<file path="src/rtl/core/lpcp_pkg.sv">
`timescale 1ns / 1ps
`default_nettype none
package lpcp_pkg;

    localparam logic [16:0] MAX_DIM     = 17'd4096;
    localparam logic [6:0]  EDGE_MARGIN = 7'd10;
    localparam int          PIX_W       = 12;
    localparam int          CAM_W       = 33;
    localparam int          NORM_W      = 24;
    localparam int          QUO_BITS    = 24;

    typedef enum logic [2:0] {
        REG_ROT_ROW0   = 3'd0,
        REG_ROT_ROW1   = 3'd1,
        REG_ROT_ROW2   = 3'd2,
        REG_TRANS_VEC  = 3'd3,
        REG_INTRINSIC  = 3'd4,
        REG_RADIAL     = 3'd5,
        REG_TANGENTIAL = 3'd6,
        REG_IMAGE_SIZE = 3'd7
    } t_reg_idx;

    typedef struct packed {
        logic [2:0][2:0][19:0] rot;
        logic [2:0][20:0]      trans;
        logic [15:0]           fx;
        logic [15:0]           fy;
        logic [15:0]           cx;
        logic [15:0]           cy;
        logic [2:0][20:0]      k;
        logic [31:0]           p1;
        logic [31:0]           p2;
        logic [15:0]           img_w;
        logic [15:0]           img_h;
    } t_cfg;

endpackage
`default_nettype wire

</file>
<file path="src/rtl/core/lpcp_regs.sv">
`timescale 1ns / 1ps
`default_nettype none
module lpcp_regs
    import lpcp_pkg::*;
(
    input  wire logic        i_clk,
    input  wire logic        i_rst_n,
    input  wire logic        psel,
    input  wire logic        penable,
    input  wire logic        pwrite,
    input  wire logic [5:0]  paddr,
    input  wire logic [63:0] pwdata,
    output logic [63:0]      prdata,
    output logic             pready,
    output t_cfg             o_cfg
);

    logic [63:0] r_rot0, r_rot1, r_rot2, r_intr, r_tang;
    logic [62:0] r_trans, r_rad;
    logic [31:0] r_img;
    t_reg_idx    w_idx;
    logic        w_wr;

    assign pready = 1'b1;
    assign w_idx  = t_reg_idx'(paddr[5:3]);
    assign w_wr   = psel & penable & pwrite;

    always_ff @(posedge i_clk) begin
        if (!i_rst_n) begin
            r_rot0  <= 64'd262144;
            r_rot1  <= 64'd274877906944;
            r_rot2  <= 64'd288230376151711744;
            r_trans <= '0;
            r_intr  <= '0;
            r_rad   <= '0;
            r_tang  <= '0;
            r_img   <= 32'd70780800;
        end else if (w_wr) begin
            unique case (w_idx)
                REG_ROT_ROW0:   r_rot0  <= pwdata;
                REG_ROT_ROW1:   r_rot1  <= pwdata;
                REG_ROT_ROW2:   r_rot2  <= pwdata;
                REG_TRANS_VEC:  r_trans <= pwdata[62:0];
                REG_INTRINSIC:  r_intr  <= pwdata;
                REG_RADIAL:     r_rad   <= pwdata[62:0];
                REG_TANGENTIAL: r_tang  <= pwdata;
                REG_IMAGE_SIZE: r_img   <= pwdata[31:0];
                default: ;
            endcase
        end
    end

    always_comb begin
        unique case (w_idx)
            REG_ROT_ROW0:   prdata = r_rot0;
            REG_ROT_ROW1:   prdata = r_rot1;
            REG_ROT_ROW2:   prdata = r_rot2;
            REG_TRANS_VEC:  prdata = {1'b0, r_trans};
            REG_INTRINSIC:  prdata = r_intr;
            REG_RADIAL:     prdata = {1'b0, r_rad};
            REG_TANGENTIAL: prdata = r_tang;
            REG_IMAGE_SIZE: prdata = {32'd0, r_img};
            default:        prdata = '0;
        endcase
    end

    always_comb begin
        o_cfg.rot[0]   = {r_rot0[59:40], r_rot0[39:20], r_rot0[19:0]};
        o_cfg.rot[1]   = {r_rot1[59:40], r_rot1[39:20], r_rot1[19:0]};
        o_cfg.rot[2]   = {r_rot2[59:40], r_rot2[39:20], r_rot2[19:0]};
        o_cfg.trans[0] = r_trans[20:0];
        o_cfg.trans[1] = r_trans[41:21];
        o_cfg.trans[2] = r_trans[62:42];
        o_cfg.fx       = r_intr[15:0];
        o_cfg.fy       = r_intr[31:16];
        o_cfg.cx       = r_intr[47:32];
        o_cfg.cy       = r_intr[63:48];
        o_cfg.k[0]     = r_rad[20:0];
        o_cfg.k[1]     = r_rad[41:21];
        o_cfg.k[2]     = r_rad[62:42];
        o_cfg.p1       = r_tang[31:0];
        o_cfg.p2       = r_tang[63:32];
        o_cfg.img_w    = r_img[15:0];
        o_cfg.img_h    = r_img[31:16];
    end

endmodule
`default_nettype wire

</file>
<file path="config.mk">
export PLATFORM = sky130hd
export DESIGN_NAME = lpcp_regs
export DESIGN_NICKNAME = d
export VERILOG_FILES = /design/src/rtl/core/lpcp_pkg.sv /design/src/rtl/core/lpcp_regs.sv
export SDC_FILE = /design/constraint.sdc
export NUM_CORES = 1
export LEC_CHECK = 0
export BUFFER_PORTS_ARGS = -buffer_cell sky130_fd_sc_hd__buf_2
export CAP_MARGIN = 20
export CORE_MARGIN = 1.5
export CORE_UTILIZATION = 25
export CTS_BUF_LIST = sky130_fd_sc_hd__clkbuf_16
export CTS_CLUSTER_DIAMETER = 100
export CTS_CLUSTER_SIZE = 14
export DETAILED_ROUTE_END_ITERATION = 8
export PLACE_DENSITY = 0.4
export SYNTH_ARGS = -nofsm -noshare
export SYNTH_HDL_FRONTEND = slang
export SYNTH_SLANG_ARGS = --single-unit
</file>
<file path="constraint.sdc">
create_clock -name i_clk -period 3.4 [get_ports i_clk]
set_input_delay 0.85 -clock i_clk [delete_from_list [all_inputs] [get_ports i_clk]]
set_output_delay 0.85 -clock i_clk [all_outputs]
set_load 0.02 [all_outputs]
</file>
==> results.md <==
- Status: completed
- Worst flop-to-flop path startpoint: r_rad[24]$_SDFFE_PN0P_
- Root Buffer: clkbuf_16
- Num rows: 111
- IO buf count: 601
- Syn Nets: 2,946
- Initial Util: 0.252
- Vias/cell: 4.73
- HP Class: reg2reg
- CP max stage cell: a22o_1
- Top_reg_cell synth: dfxtp_1
- DRT Pass-1 Iters: 6
- Grt ovf: 0
- DR iter-0 viols: roughly 1,400
- Clock skew: 0 ns
- # DRC: 0
- Ys async rst share: 0
- Least-Margin Pin Slew: 0.557 ns
- Number of routed nets with antenna violations: 0
- Fillers: roughly 10,000
- GPL Wtd Cong: 0.791
- Slew headroom: 0.628
- Switch Pwr: 3.00 mW
- Crit Path Max Fanout: 25
- Width of the die: 306 um
- Initial antenna violation count: 6
- # Post-CTS Setup Buffers: 0
- Vias in the first global route: 20,100
- Post-synthesis cell count: 2,871
- CTS tree: yes
- Full die area: around 94,000 um2
- Setup_tns: 0 ns
- Switching Fraction: 0.269
- Synthesis Warnings: 0
- Post-cts repair resize count: 0
- HPWL Detailed: 71,300 um
- Minimum clock period: approximately 3.3 ns
- Cell Chain, Critical Path: clkbuf_8, buf_12, nor2b_4, buf_12, a22o_1, a221oi_1, buf_4, nor2_1, buf_2
- FF-to-FF End: r_rad[24]$_SDFFE_PN0P_
- Synthesized cell area: roughly 23,000 um2
- Die height: 306 um
- CP endpoint kind: output port
- EDFF count, synth: 0
- Worst Hold End: r_rot0[62]$_SDFFE_PN0P_
- Clk sink count: 478
- Reg clk slew, reported paths: 0.07 ns
- FF-to-FF setup slack: 2.61 ns
- Unrepaired setup endpoints after global routing: no
- Skew-Pair Late Insertion Delay: between 0.5 and 0.6 ns
- CTS H-Tree Depth: 2
- Total Wirelength: 106,000 um
- P_int: 8.15 mW
- Hold depth: 2
- Pwr/cell area: slightly above 400 nW/um2
- Worst R2R Path Depth: 2
- Fin. max-slew vios: 0
- Max Cap Viol: 0
- Setup-failing EPs final: 0
- Core ar.: around 91,000 um2
- Critical path arrival: 2.41 ns
- Most frequent cells in the layout: nand2_1, buf_2, dfxtp_1
- Clock network fraction of total power: 0.390
- First-pass GRT wire length: 151,000 um
- Hold_sp: r_rot0[62]$_SDFFE_PN0P_
- Io pins: 606
- Final nets: 3,270
- Startpoint Class: input pin
- Max Fclk: roughly 310 MHz
- Post-cts hold buffer count: 0
- Critical path type: in2out
- Most common cell after layout, fill and taps aside: nand2_1
- Tcrit/Tclk final: 0.960
- Share of cells above drive strength 1: 0.260
- #FFs+latches synth: 478
- Post-synthesis sequential area ratio: 0.416
- Post-Synthesis Mean Instance Area: approximately 8.0 um2
- Largest net degree at the start of global routing: 100
- Worst vdd rail ir drop: 0.293 mV
- CTS Buf Count: 40
- Total power: 11.1 mW
- Clock buffer depth: 3
- CP max stage delay: between 0.2 and 0.3 ns
- Synth cell types: 43
- Sequential cell area: 9570 um2
- Wirelength per Cell: 24.2 um
- Critical Path RT: 2.55 ns
- Via count: between 20,000 and 25,000
- CP dominant cell by count: buf_12
- Endpoints failing hold: 0
- Flop pwr share: 0.509
- Leak Pwr: roughly 11 nW
- Multi-input logic area: 10,900 um2
- Area grow syn2layout: 19.8%
- Comb pwr share: 0.101
- Gr usage total: 0.217
worst max-delay path by stage:
stage,start,endpoint,slack (ns),depth (start not counted)
5_1_grt,paddr[4],prdata[29],0.01,9
2_1_floorplan,paddr[4],prdata[10],0.31,8
3_5_place_dp,paddr[4],prdata[40],0.12,8
6_report,paddr[4],prdata[30],0.14,9
4_1_cts,paddr[4],prdata[40],0.10,8
3_3_place_gp,paddr[4],prdata[40],0.11,8
routing by layer:
| layer | up-vias | share of wire | track usage |
|---|---|---|---|
| li1 | 9976 | - | - |
| met1 | 10100 | 0.44 | 0.279 |
| met2 | 593 | 0.47 | 0.364 |
| met3 | 122 | 0.060 | 0.0479 |
| met4 | 2 | 0.027 | 0.0600 |
| met5 | - | 0.000066 | 0 |
state kept, by name, summed over array words and instances, names as in the netlist:
register  flops
r_tang       64
r_img        32
r_trans      63
r_intr       64
r_rad        63
r_rot1       64
r_rot2       64
r_rot0       64
cells in the mapped netlist, types with 34 or more instances:
cell,n,area [um2]
nand2_1,982,3690
dfxtp_1,478,9570
a21boi_0,286,2150
buf_4,220,1650
a21boi_1,181,1360
clkbuf_1,133,499
nor2_1,101,379
mux2i_1,73,731
buf_2,58,290
a221oi_1,56,490
a22o_1,43,377
inv_1,35,131
a21oi_1,34,170
power groups by stage:
stage,clock [mW],sequential (mW),combinational (mW)
global route,4.71,5.68,1.20
global placement,0,5.81,1.14
CTS,4.54,5.67,1.14
detailed placement,0,5.81,1.13
finish,4.35,5.67,1.12
floorplan,0,5.82,0.620
metrics by stage:
| stage | std cells | util | setup slack [ns] | hold slack [ns] | cell area [um2] |
|---|---|---|---|---|---|
| 3_3_place_gp | 4339 | 0.290 | 0.109 | 0.451 | 26500 |
| 3_5_place_dp | 4339 | 0.290 | 0.115 | 0.449 | 26500 |
| 4_1_cts | 4384 | 0.302 | 0.103 | 0.459 | 27600 |
| 5_1_grt | 4386 | 0.302 | 0.0107 | 0.487 | 27600 |
| 2_1_floorplan | 2871 | - | 0.306 | 0.435 | 23000 |
| 6_report | 4388 | 0.302 | 0.137 | 0.456 | 27600 |
layout make-up:
type | count | area share
diodes | 4 | 0.000363
clock buffers | 40 | 0.0363
clock inverters | 5 | 0.00159
inverters | 36 | 0.00490
multi-input cells | 1926 | 0.394
flip-flops and latches | 478 | 0.347
well taps | 1186 | 0.0538
repair buffers | 713 | 0.162
cell families after synthesis:
| family | after synthesis | synth area share |
|---|---|---|
| AND/OR/NAND/NOR | 1137 | 0.193 |
| AO/OA/AOI/OAI | 683 | 0.228 |
| flip-flops | 478 | 0.416 |
| buffers and inverters | 467 | 0.116 |
| multiplexers | 105 | 0.0474 |
| other | 1 | 0.000163 |
critical path, delay by kind of cell:
family	cells	cell delay (ns)
buffers and inverters	5	0.82
AO/OA/AOI/OAI	2	0.51
AND/OR/NAND/NOR	2	0.18
No activity file was read; power rests on OpenSTA's default activity.
